File: src/rtl/ptqa_pkg.sv
// types and constants of the priority task queue with thread affinity
// no dependencies; imported by every module of the block
package ptqa_pkg;

    // request codes
    localparam logic REQ_ADD   = 1'b0;
    localparam logic REQ_DRAIN = 1'b1;

    // result status codes
    localparam logic [1:0] ST_DISPATCHED = 2'd0;
    localparam logic [1:0] ST_ADDED      = 2'd1;
    localparam logic [1:0] ST_DROPPED    = 2'd2;
    localparam logic [1:0] ST_NONE       = 2'd3;

    // most tasks handed out by one drain
    localparam int MAX_RESULTS = 16;
    localparam int RES_W       = $clog2(MAX_RESULTS + 1);

    // reset value of the thread count register
    localparam logic [6:0] THREAD_COUNT_RESET = 7'd64;

    typedef struct packed {
        logic        req_type;
        logic [15:0] task_handle;
        logic [7:0]  priority_req;
        logic [6:0]  task_affinity;
        logic [5:0]  thread_index;
    } ptqa_req_t;

    typedef struct packed {
        logic [15:0] task_handle_out;
        logic [1:0]  status;
        logic        last;
        logic        queue_empty;
    } ptqa_res_t;

    typedef struct packed {
        logic [15:0] handle;
        logic [7:0]  prio;
        logic [6:0]  affinity;
    } ptqa_entry_t;

    typedef struct packed {
        logic       shared_mode;
        logic [6:0] thread_count;
    } ptqa_cfg_t;

    // commands from the controller to the datapath
    typedef struct packed {
        logic add_drop;
        logic add_first;
        logic add_start;
        logic add_shift;
        logic add_place;
        logic add_put_zero;
        logic drain_none;
        logic drain_start;
        logic drain_step;
        logic drain_finish;
    } ptqa_cmd_t;

    // status from the datapath to the controller
    typedef struct packed {
        logic is_full;
        logic is_empty;
        logic shift_more;
        logic ins_at_one;
        logic scan_last;
    } ptqa_stat_t;

endpackage

File: src/rtl/ptqa_regs.sv
// configuration registers behind the apb-style port
// depends on ptqa_pkg
module ptqa_regs (
    input  logic                clk,
    input  logic                rst_n,
    input  logic                psel,
    input  logic                penable,
    input  logic                pwrite,
    input  logic [2:0]          paddr,
    input  logic [31:0]         pwdata,
    output logic [31:0]         prdata,
    output logic                pready,
    output ptqa_pkg::ptqa_cfg_t cfg
);
    import ptqa_pkg::*;

    logic       shared_mode_reg;
    logic [6:0] thread_count_reg;
    logic       wr_en;

    assign pready = 1'b1;
    assign wr_en  = psel && penable && pwrite;

    // register writes, word select on address bit two
    always_ff @(posedge clk or negedge rst_n)
    begin
        if (!rst_n)
        begin
            shared_mode_reg  <= 1'b0;
            thread_count_reg <= THREAD_COUNT_RESET;
        end
        else if (wr_en)
        begin
            if (paddr[2])
                thread_count_reg <= pwdata[6:0];
            else
                shared_mode_reg <= pwdata[0];
        end
    end

    // read back
    assign prdata = paddr[2] ? {25'd0, thread_count_reg} : {31'd0, shared_mode_reg};

    assign cfg.shared_mode  = shared_mode_reg;
    assign cfg.thread_count = thread_count_reg;

endmodule

File: src/rtl/ptqa_ctrl.sv
// controller state machine sequencing add and drain requests
// depends on ptqa_pkg; drives the datapath by command struct
module ptqa_ctrl (
    input  logic                 clk,
    input  logic                 rst_n,
    input  logic                 start,
    input  logic                 req_type,
    input  ptqa_pkg::ptqa_stat_t stat,
    output ptqa_pkg::ptqa_cmd_t  cmd,
    output logic                 busy
);
    import ptqa_pkg::*;

    typedef enum logic [4:0] {
        S_IDLE       = 5'b00001,
        S_ADD_SCAN   = 5'b00010,
        S_ADD_PUT    = 5'b00100,
        S_DRAIN_SCAN = 5'b01000,
        S_DRAIN_DONE = 5'b10000
    } state_t;

    state_t state_reg;
    state_t state_next;

    assign busy = (state_reg != S_IDLE);

    // next state and commands
    always_comb
    begin
        state_next = state_reg;
        cmd        = '0;
        case (state_reg)
            S_IDLE:
            begin
                if (start)
                begin
                    if (req_type == REQ_ADD)
                    begin
                        if (stat.is_full)
                            cmd.add_drop = 1'b1;
                        else if (stat.is_empty)
                            cmd.add_first = 1'b1;
                        else
                        begin
                            cmd.add_start = 1'b1;
                            state_next    = S_ADD_SCAN;
                        end
                    end
                    else
                    begin
                        if (stat.is_empty)
                            cmd.drain_none = 1'b1;
                        else
                        begin
                            cmd.drain_start = 1'b1;
                            state_next      = S_DRAIN_SCAN;
                        end
                    end
                end
            end
            S_ADD_SCAN:
            begin
                if (stat.shift_more)
                begin
                    cmd.add_shift = 1'b1;
                    if (stat.ins_at_one)
                        state_next = S_ADD_PUT;
                end
                else
                begin
                    cmd.add_place = 1'b1;
                    state_next    = S_IDLE;
                end
            end
            S_ADD_PUT:
            begin
                cmd.add_put_zero = 1'b1;
                state_next       = S_IDLE;
            end
            S_DRAIN_SCAN:
            begin
                cmd.drain_step = 1'b1;
                if (stat.scan_last)
                    state_next = S_DRAIN_DONE;
            end
            S_DRAIN_DONE:
            begin
                cmd.drain_finish = 1'b1;
                state_next       = S_IDLE;
            end
            default:
            begin
                state_next = S_IDLE;
            end
        endcase
    end

    // state register
    always_ff @(posedge clk or negedge rst_n)
    begin
        if (!rst_n)
            state_reg <= S_IDLE;
        else
            state_reg <= state_next;
    end

endmodule

File: src/rtl/ptqa_dpath.sv
// datapath: sorted task memory, scan pointers and result register
// depends on ptqa_pkg; commanded by ptqa_ctrl
module ptqa_dpath #(
    parameter int CAPACITY = 16
) (
    input  logic                 clk,
    input  logic                 rst_n,
    input  ptqa_pkg::ptqa_req_t  req,
    input  ptqa_pkg::ptqa_cfg_t  cfg,
    input  ptqa_pkg::ptqa_cmd_t  cmd,
    output ptqa_pkg::ptqa_stat_t stat,
    output logic                 result_valid,
    output ptqa_pkg::ptqa_res_t  result
);
    import ptqa_pkg::*;

    localparam int AW = $clog2(CAPACITY);
    localparam int CW = $clog2(CAPACITY + 1);

    // task memory, one write and one registered read a cycle
    ptqa_entry_t mem [CAPACITY];
    ptqa_entry_t rd_data_reg;

    logic              mem_we;
    logic [AW-1:0]     wr_addr;
    ptqa_entry_t       wr_data;
    logic [AW-1:0]     rd_addr;

    logic [CW-1:0]     count_reg;
    logic [AW-1:0]     ins_ptr_reg;
    logic [AW-1:0]     scan_idx_reg;
    logic [CW-1:0]     wr_ptr_reg;
    logic [CW-1:0]     remain_reg;
    logic [RES_W-1:0]  n_reg;
    ptqa_entry_t       new_reg;
    logic [5:0]        thr_reg;

    logic              pend_valid_reg;
    logic [15:0]       pend_handle_reg;
    logic              pend_empty_reg;

    logic              res_valid_reg;
    logic              res_valid_next;
    ptqa_res_t         res_reg;
    ptqa_res_t         res_next;

    ptqa_entry_t       req_entry;
    logic [CW-1:0]     count_m1;
    logic              runnable;
    logic              take;

    assign req_entry.handle   = req.task_handle;
    assign req_entry.prio     = req.priority_req;
    assign req_entry.affinity = req.task_affinity;
    assign count_m1           = count_reg - CW'(1);

    // affinity test on the entry being scanned
    assign runnable = cfg.shared_mode
                   || (rd_data_reg.affinity >= cfg.thread_count)
                   || (rd_data_reg.affinity == {1'b0, thr_reg});
    assign take     = cmd.drain_step && runnable && (n_reg < RES_W'(MAX_RESULTS));

    // status to the controller
    assign stat.is_full    = (count_reg >= CW'(CAPACITY));
    assign stat.is_empty   = (count_reg == '0);
    assign stat.shift_more = (rd_data_reg.prio > new_reg.prio);
    assign stat.ins_at_one = (ins_ptr_reg == AW'(1));
    assign stat.scan_last  = (scan_idx_reg == count_m1[AW-1:0]);

    // memory addressing
    always_comb
    begin
        mem_we  = 1'b0;
        wr_addr = '0;
        wr_data = rd_data_reg;
        rd_addr = '0;
        if (cmd.add_first)
        begin
            mem_we  = 1'b1;
            wr_data = req_entry;
        end
        if (cmd.add_start)
            rd_addr = count_m1[AW-1:0];
        if (cmd.add_shift)
        begin
            mem_we  = 1'b1;
            wr_addr = ins_ptr_reg;
            rd_addr = ins_ptr_reg - AW'(2);
        end
        if (cmd.add_place)
        begin
            mem_we  = 1'b1;
            wr_addr = ins_ptr_reg;
            wr_data = new_reg;
        end
        if (cmd.add_put_zero)
        begin
            mem_we  = 1'b1;
            wr_data = new_reg;
        end
        if (cmd.drain_step)
        begin
            rd_addr = scan_idx_reg + AW'(1);
            if (!take)
            begin
                mem_we  = 1'b1;
                wr_addr = wr_ptr_reg[AW-1:0];
            end
        end
    end

    always_ff @(posedge clk)
    begin
        if (mem_we)
            mem[wr_addr] <= wr_data;
        rd_data_reg <= mem[rd_addr];
    end

    // result selection
    always_comb
    begin
        res_valid_next           = 1'b0;
        res_next.task_handle_out = '0;
        res_next.status          = ST_ADDED;
        res_next.last            = 1'b1;
        res_next.queue_empty     = 1'b0;
        if (cmd.add_drop)
        begin
            res_valid_next       = 1'b1;
            res_next.status      = ST_DROPPED;
            res_next.queue_empty = (count_reg == '0);
        end
        if (cmd.add_first || cmd.add_place || cmd.add_put_zero)
            res_valid_next = 1'b1;
        if (cmd.drain_none)
        begin
            res_valid_next       = 1'b1;
            res_next.status      = ST_NONE;
            res_next.queue_empty = 1'b1;
        end
        if (take && pend_valid_reg)
        begin
            res_valid_next           = 1'b1;
            res_next.task_handle_out = pend_handle_reg;
            res_next.status          = ST_DISPATCHED;
            res_next.last            = 1'b0;
            res_next.queue_empty     = pend_empty_reg;
        end
        if (cmd.drain_finish)
        begin
            res_valid_next = 1'b1;
            if (pend_valid_reg)
            begin
                res_next.task_handle_out = pend_handle_reg;
                res_next.status          = ST_DISPATCHED;
                res_next.queue_empty     = pend_empty_reg;
            end
            else
            begin
                res_next.status      = ST_NONE;
                res_next.queue_empty = (wr_ptr_reg == '0);
            end
        end
    end

    // control counters and pending dispatch flag
    always_ff @(posedge clk or negedge rst_n)
    begin
        if (!rst_n)
        begin
            count_reg      <= '0;
            ins_ptr_reg    <= '0;
            scan_idx_reg   <= '0;
            wr_ptr_reg     <= '0;
            remain_reg     <= '0;
            n_reg          <= '0;
            pend_valid_reg <= 1'b0;
            res_valid_reg  <= 1'b0;
        end
        else
        begin
            res_valid_reg <= res_valid_next;
            if (cmd.add_first || cmd.add_place || cmd.add_put_zero)
                count_reg <= count_reg + CW'(1);
            if (cmd.drain_finish)
                count_reg <= wr_ptr_reg;
            if (cmd.add_start)
                ins_ptr_reg <= count_reg[AW-1:0];
            if (cmd.add_shift)
                ins_ptr_reg <= ins_ptr_reg - AW'(1);
            if (cmd.drain_start)
            begin
                scan_idx_reg   <= '0;
                wr_ptr_reg     <= '0;
                remain_reg     <= count_reg;
                n_reg          <= '0;
                pend_valid_reg <= 1'b0;
            end
            if (cmd.drain_step)
            begin
                scan_idx_reg <= scan_idx_reg + AW'(1);
                if (take)
                begin
                    remain_reg     <= remain_reg - CW'(1);
                    n_reg          <= n_reg + RES_W'(1);
                    pend_valid_reg <= 1'b1;
                end
                else
                    wr_ptr_reg <= wr_ptr_reg + CW'(1);
            end
        end
    end

    // payload registers
    always_ff @(posedge clk)
    begin
        res_reg <= res_next;
        if (cmd.add_start || cmd.drain_start)
        begin
            new_reg <= req_entry;
            thr_reg <= req.thread_index;
        end
        if (take)
        begin
            pend_handle_reg <= rd_data_reg.handle;
            pend_empty_reg  <= (remain_reg == CW'(1));
        end
    end

    assign result_valid = res_valid_reg;
    assign result       = res_reg;

endmodule

File: src/rtl/priority_task_queue_with_affinity.sv
// top level of the priority task queue with thread affinity
// depends on ptqa_pkg, ptqa_regs, ptqa_ctrl and ptqa_dpath
//
//  channel   | handshake               | payload
//  ----------+-------------------------+---------------------------
//  request   | start, busy             | req (ptqa_req_t)
//  result    | result_valid (strobe)   | result (ptqa_res_t)
//  config    | psel, penable, pwrite   | paddr, pwdata, prdata
//
// a request transfers when start is high and busy low. an add to a full or empty
// queue is answered from the idle state; else it moves one stored entry per cycle
// until it finds its place. a drain visits the stored entries through the single
// read port of the task memory, one entry per cycle. each result is strobed for a
// single cycle and cannot be stalled; the final result shows as busy falls.
// reset is asynchronous and active low; the task memory needs no clearing.
module priority_task_queue_with_affinity #(
    parameter int CAPACITY = 16
) (
    input  logic                clk,
    input  logic                rst_n,
    input  logic                start,
    output logic                busy,
    input  ptqa_pkg::ptqa_req_t req,
    output logic                result_valid,
    output ptqa_pkg::ptqa_res_t result,
    input  logic                psel,
    input  logic                penable,
    input  logic                pwrite,
    input  logic [2:0]          paddr,
    input  logic [31:0]         pwdata,
    output logic [31:0]         prdata,
    output logic                pready
);
    import ptqa_pkg::*;

    ptqa_cfg_t  cfg;
    ptqa_cmd_t  cmd;
    ptqa_stat_t stat;

    // configuration registers
    ptqa_regs u_regs (
        .clk     (clk),
        .rst_n   (rst_n),
        .psel    (psel),
        .penable (penable),
        .pwrite  (pwrite),
        .paddr   (paddr),
        .pwdata  (pwdata),
        .prdata  (prdata),
        .pready  (pready),
        .cfg     (cfg)
    );

    // sequencing
    ptqa_ctrl u_ctrl (
        .clk      (clk),
        .rst_n    (rst_n),
        .start    (start),
        .req_type (req.req_type),
        .stat     (stat),
        .cmd      (cmd),
        .busy     (busy)
    );

    // storage and results
    ptqa_dpath #(
        .CAPACITY (CAPACITY)
    ) u_dpath (
        .clk          (clk),
        .rst_n        (rst_n),
        .req          (req),
        .cfg          (cfg),
        .cmd          (cmd),
        .stat         (stat),
        .result_valid (result_valid),
        .result       (result)
    );

endmodule

File: config.mk
export PLATFORM = sky130hd
export DESIGN_NAME = priority_task_queue_with_affinity
export DESIGN_NICKNAME = d
export VERILOG_FILES = /design/src/rtl/ptqa_pkg.sv /design/src/rtl/ptqa_regs.sv /design/src/rtl/ptqa_ctrl.sv /design/src/rtl/ptqa_dpath.sv /design/src/rtl/priority_task_queue_with_affinity.sv
export SDC_FILE = /design/constraint.sdc
export NUM_CORES = 1
export LEC_CHECK = 0
export ABC_AREA = 1
export BUFFER_PORTS_ARGS = -buffer_cell sky130_fd_sc_hd__buf_4
export CAP_MARGIN = 15
export CORE_MARGIN = 1.5
export CORE_UTILIZATION = 43
export CTS_CLUSTER_DIAMETER = 100
export DETAILED_ROUTE_END_ITERATION = 10
export PLACE_DENSITY = 0.7
export SLEW_MARGIN = 40
export SYNTH_ARGS = -nofsm -noshare
export SYNTH_HDL_FRONTEND = slang
export SYNTH_HIERARCHICAL = 1
export SYNTH_SLANG_ARGS = --single-unit
File: constraint.sdc
create_clock -name clk -period 7.02 [get_ports clk]
set_clock_uncertainty 0.05 [all_clocks]
set_input_delay 1.404 -clock clk [delete_from_list [all_inputs] [get_ports clk]]
set_output_delay 1.404 -clock clk [all_outputs]
set_load 0.01 [all_outputs]
Word-level counts from Yosys, hierarchy flattened
Memory sizes are Yosys's and may differ from the RTL's. A register that Yosys moved wholly into a read port is not among the register bits.
Cells that the tools add are included.
Storage, ports and cells
  flip-flop bits (word level): 117
  latch bits: 0
  memory bits (writable): 496
  bits in read-only memories: 0
  output and inout port bits: 55
  memories: 1
Memories
  u_dpath.mem: depth 16, width 31, rd ports 1, clocked after Yosys merged registers in 1, wr ports 1, RTL line ptqa_dpath.sv:21  | ptqa_entry_t mem [CAPACITY];
Cells by class
  add/subtract/negate cells: 8
  multipliers: 0
  divide/modulo/power cells: 0
  order comparisons: 4
  eq/ne operators: 15
  shift-type cells: 0
  multiplexer cells: 77
  bitwise gates (word level): 1
  reduce and logical (&&, ||, !) cells: 18
Operators with widths (count)
  two-way mux 5 bit: 19
  two-way mux 31 bit: 3
  two-way mux 4 bit: 11
  two-way mux 1 bit: 28
  two-way mux 20 bit: 1
  two-way mux 18 bit: 1
  two-way mux 16 bit: 1
  two-way mux 2 bit: 8
  adder 5 x 1 -> 5 bit (second input constant): 3
  one-hot mux 5 bit (3 select lines): 1
  == test 5 x 1 -> 1 bit (second input constant): 2
  zero test 5 bit: 2
  two-way mux 3 bit: 3
  greater-than comparator 8 bit: 1
  subtractor 4 x 1 -> 4 bit (second input constant): 2
  == test 7 x 6 -> 1 bit: 1
  >= comparator 7 bit: 1
  two-way mux 7 bit: 1
  inequality test 2 bit (second input constant): 3
  inequality test 3 bit (second input constant): 2
  nonzero test 2 bit: 3
  == test 5 x 2 -> 1 bit (second input constant): 1
  == test 5 x 3 -> 1 bit (second input constant): 1
  == test 5 x 4 -> 1 bit (second input constant): 1
  other kinds (14): 23

Depth between registers and ports, before layout
  depth after elaboration: 14
  mapped depth: 24
  gate-level depth less buffers: 19

Hierarchy
The synthesis kept the hierarchy.
Modules (own cells, without submodules)
  ptqa_dpath: times used 1, cells each 2096, area each 25708.4 sq um
  ptqa_regs: times used 1, cells each 84, area each 621.8 sq um
  ptqa_ctrl: times used 1, cells each 73, area each 467.9 sq um

Worst setup path before layout
No wires, ideal clock.
  path type: input port to flip-flop
  start point: in req[37] (netlist name)
  end point: mem u_dpath/mem[0][0] (netlist name) (enable)
  setup time: 419 ps
  data arrival time: 3540 ps
  data required time: 6551 ps
  setup slack: 3011 ps
  cell stages on the path: 7
  path through: nor2_4 -> inv_2 -> nor3_1 -> nor2_1 -> nand3_1 -> nand3_1 -> nor2_1
RTL lines
  from (decl): RTL line priority_task_queue_with_affinity.sv:23  | input ptqa_pkg::ptqa_req_t req,
  to (decl): RTL line ptqa_dpath.sv:21

==> results.txt <==
----------------------------------------------------
[Job]
  Max_cap viols ... 0

[Logic synthesis]
  Dominant cell type by area after synthesis ... sky130_fd_sc_hd__edfxtp_1
  Unique masters post-synth ... 41
  Share of the yosys chip area belonging to registers ... 0.695
  Count of flip-flops with a built-in enable after synthesis ... 550
  Async set-or-reset flop fraction in the synthesized netlist ... 0.0668
  Cell count after synthesis ... 2253
  Warnings, synthesis ... 6
  Synthesized cell area ... 26800 µm²
  Portion of synthesized cell area occupied by the leading cell type ... 0.616
  Synthesis-stage register bit count ... 644
  Leading cell types by total area after synthesis ... sky130_fd_sc_hd__edfxtp_1 (62%), sky130_fd_sc_hd__o21ai_0 (5.3%), sky130_fd_sc_hd__a21oi_1 (4.9%), sky130_fd_sc_hd__dfrtp_1 (3.8%), sky130_fd_sc_hd__dfxtp_1 (3.8%)
  Average instance area after synthesis ... 11.9 µm²
  Most used flip-flop cell after synthesis ... sky130_fd_sc_hd__edfxtp_1

[Routing]
  DR WL/cell ... 20.1 µm
  Vias per inst ... 5.54
  Antenna Violating Nets Remaining ... 0
  Drt initial violations ... 1508
  Pre-antenna DRT Iters ... 5
  Number of remaining DRC errors ... 0
  Vias after detailed routing ... 17700
  WL final ... 64400 µm

[Pwr]
  Sequential Power Share ... 0.454
  Leak pwr ... 10.9 nW
  Switching part of the total ... 0.327
  Power per cell area ... 398 nW/µm²
  Sw power ... 3.96 mW
  Largest vdd supply drop ... 216 µV
  Cell internal pwr ... 8.14 mW
  Proportion of power drawn by the clock network ... 0.274
  Share of power burned in combinational logic ... 0.271
  Post-layout total power ... 12.1 mW

[Finish]
  Area taken by flip-flops and latches ... 18600 µm²
  Max reg flops ... 496
  Post-route cell area ... 30500 µm²
  Number of antenna diodes ... 0
  Number of fillers in the final layout ... 5174
  Most frequent cells in the layout ... sky130_fd_sc_hd__edfxtp_1 (550), sky130_fd_sc_hd__o21ai_0 (281), sky130_fd_sc_hd__a21oi_1 (261)
  Area Overhead vs Synth ... 13.6%
  Total area of multi-input combinational cells ... 6760 µm²
  Layout Cells excl Fill ... 3199
  Final layout net count ... 2417
  Most frequent standard cell in the layout excluding fill and tap cells ... sky130_fd_sc_hd__edfxtp_1
  Layout cell share with drive strength beyond 1 ... 0.124

[STA]
  Minimum clock period after layout ... 4.81 ns
  Highest achievable clock rate ... 0.208 GHz
  Unrepaired setup endpoints after global routing ... no
  Measured slew at the worst slew-check pin ... 0.854 ns
  Final Hold Viols ... 0
  Share of the clock period used by the worst path ... 0.685
  Final setup violation count ... 0
  Post-route setup TNS ... 0 ns
  Setup ws final ... 2.21 ns
  Final Max Tran Viols ... 0
  Max-slew headroom at the worst pin ... 0.431

[Floorplanning]
  Die extent in x ... 253 µm
  Row count ... 91
  Initial core utilization ... 0.435
  Io pins ... 134
  Core outline area ... 61600 µm²
  Die footprint ... 63800 µm²
  Die outline height ... 253 µm

[Worst hold path]
  Class of the worst hold path ... register to register

[GRT]
  Pin count of the biggest net entering global routing ... 121
  Total global routing track utilization ... 0.202
  Global-route congestion overflow total ... 0
  Via count of the first global-routing pass ... 16800
  Wire length of the first global-routing pass ... 98200 µm
  Antenna violations before repair ... 3

[Setup path]
  Worst setup EP type ... register
  Data arrival at the endpoint of the critical path ... 5.28 ns
  Worst-path maximum fanout ... 120
  Data required time of the critical path ... 7.49 ns
  Type of the worst setup path ... register to register
  Crit start category ... register

[Clocking]
  Post-cts hold buffer count ... 0
  CTS Root Buffer Type ... sky130_fd_sc_hd__clkbuf_16
  Number of clock sinks seen by CTS ... 644
  Htree depth ... 2
  Clock transition at the register clock pins on the worst setup and hold paths after CTS ... 0.06 ns
  Maximum buffer depth of the clock tree ... 3
  CTS buffer count ... 59
  Clock tree from TritonCTS ... done
  Resized Gates After CTS ... 0
  Later-pin clock latency in the skew report ... 0.63 ns
  Number of buffers added for setup after CTS ... 0

[Status]
  Status ... finished, final reports clean

[Placement]
  Half-perimeter wire length after detailed placement ... 34600 µm
  Worst setup timing slack at the placement stage ... 2.06 ns
  Placed cells ... 3086
  IO buf count ... 80
  Total cell area at the placement stage ... 28400 µm²
  Routability congestion estimate from global placement ... 0.842

----------------------------------------------------
[synthesized netlist by cell type (2+ instances only)]
cell type                  number
sky130_fd_sc_hd__clkbuf_1      65
sky130_fd_sc_hd__o21ai_1       42
sky130_fd_sc_hd__nor4_1         3
sky130_fd_sc_hd__inv_2          5
sky130_fd_sc_hd__ha_1          27
sky130_fd_sc_hd__a31oi_1        2
sky130_fd_sc_hd__a21oi_1      261
sky130_fd_sc_hd__o211ai_1     128
sky130_fd_sc_hd__buf_1          3
sky130_fd_sc_hd__inv_1        235
sky130_fd_sc_hd__buf_2         58
sky130_fd_sc_hd__nor2_1       101
sky130_fd_sc_hd__buf_4         32
sky130_fd_sc_hd__nor2_4         6
sky130_fd_sc_hd__nand2_1      183
sky130_fd_sc_hd__conb_1         2
sky130_fd_sc_hd__buf_6          5
sky130_fd_sc_hd__o221ai_1      10
sky130_fd_sc_hd__edfxtp_1     550
sky130_fd_sc_hd__nor3_1         5
sky130_fd_sc_hd__dfrtp_1       41
sky130_fd_sc_hd__dfxtp_1       51
sky130_fd_sc_hd__nand4_1        9
sky130_fd_sc_hd__dfstp_2        2
sky130_fd_sc_hd__xor2_1        12
sky130_fd_sc_hd__o21ai_0      285
sky130_fd_sc_hd__xnor2_1        6
sky130_fd_sc_hd__o22ai_1        9
sky130_fd_sc_hd__nand3_1      103
[power groups by stage]
stage	registers [mW]	clock network, mW	logic, mW
after floorplan	5.51	0	2.23
after global placement	5.56	0	3.09
after detailed placement	5.57	0	3.25
after CTS	5.50	3.37	3.27
after global routing	5.54	3.51	3.68
final	5.50	3.32	3.29
[cell families (layout without fill, tap and decap cells)]
logic type | after synthesis | after routing | synth area share
adder cells (fa/ha/maj) | 27 | 27 | 0.0126
AND/OR/NAND/NOR | 417 | 417 | 0.0681
flip-flops | 644 | 644 | 0.695
buffers and inverters | 404 | 489 | 0.0652
AO/OA/AOI/OAI | 741 | 741 | 0.153
other | 2 | 26 | 0.000280
XOR/XNOR | 18 | 18 | 0.00588
[cell type report]
| cell class | count | area share |
|---|---|---|
| Sequential cell | 644 | 0.611 |
| Timing Repair Buffer | 136 | 0.0360 |
| Inverter | 241 | 0.0300 |
| Clock inverter | 47 | 0.0162 |
| Multi-Input combinational cell | 1229 | 0.222 |
| Tap cell | 837 | 0.0344 |
| Clock buffer | 65 | 0.0503 |
[critical path, stage by stage, from the launching register on]
cell and delay, ns:
sky130_fd_sc_hd__edfxtp_1 0.33, sky130_fd_sc_hd__inv_1 0.06, sky130_fd_sc_hd__ha_1 0.29, sky130_fd_sc_hd__nand2_1 0.10, sky130_fd_sc_hd__o21ai_0 0.19, sky130_fd_sc_hd__a21oi_1 0.08, sky130_fd_sc_hd__nor2_1 0.09, sky130_fd_sc_hd__o32a_1 0.34
sky130_fd_sc_hd__nand4_1 0.19, sky130_fd_sc_hd__inv_1 0.28, sky130_fd_sc_hd__nor2_4 0.10, sky130_fd_sc_hd__nor2_4 0.19, sky130_fd_sc_hd__nand2_4 0.35, sky130_fd_sc_hd__nand2_8 0.54, sky130_fd_sc_hd__buf_16 0.34, sky130_fd_sc_hd__buf_12 0.42
sky130_fd_sc_hd__a21oi_1 0.11, sky130_fd_sc_hd__o21ai_0 0.12, sky130_fd_sc_hd__o211ai_1 0.13, sky130_fd_sc_hd__nand3_1 0.15, sky130_fd_sc_hd__nand2_1 0.07
[through the flow]
stage / utilization / hold WS [ns]
final: 0.494 / 0.381
after global routing: 0.494 / 0.392
after CTS: 0.494 / 0.380
after detailed placement: 0.461 / 0.365
after global placement: 0.459 / 0.362
after floorplan: - / 0.353
[routing by layer]
metal | part of all wire | up-vias | GRT usage
li1 | - | 8175 | -
met4 | 0.029 | 6 | 0.0744
met1 | 0.41 | 8664 | 0.265
met3 | 0.074 | 135 | 0.0351
met5 | 0.00050 | - | 0
met2 | 0.49 | 754 | 0.336
[path summary, 6_finish.rpt]
path                                          endpoint  slack (ns)  depth (start not counted)               startpoint
max                             u_dpath/rd_data_reg[7]        2.21                         20      u_dpath/new_reg[10]
min                        u_dpath/pend_handle_reg[14]        0.38                          0  u_dpath/rd_data_reg[29]
max reg2reg                     u_dpath/rd_data_reg[7]        2.21                         20      u_dpath/new_reg[10]
min reg2reg                u_dpath/pend_handle_reg[14]        0.38                          0  u_dpath/rd_data_reg[29]
max in group asynchronous        u_dpath/remain_reg[4]        5.81                          1                    rst_n
min in group asynchronous          u_ctrl/state_reg[2]        0.71                          1                    rst_n
Power figures use the tool's default switching activity.
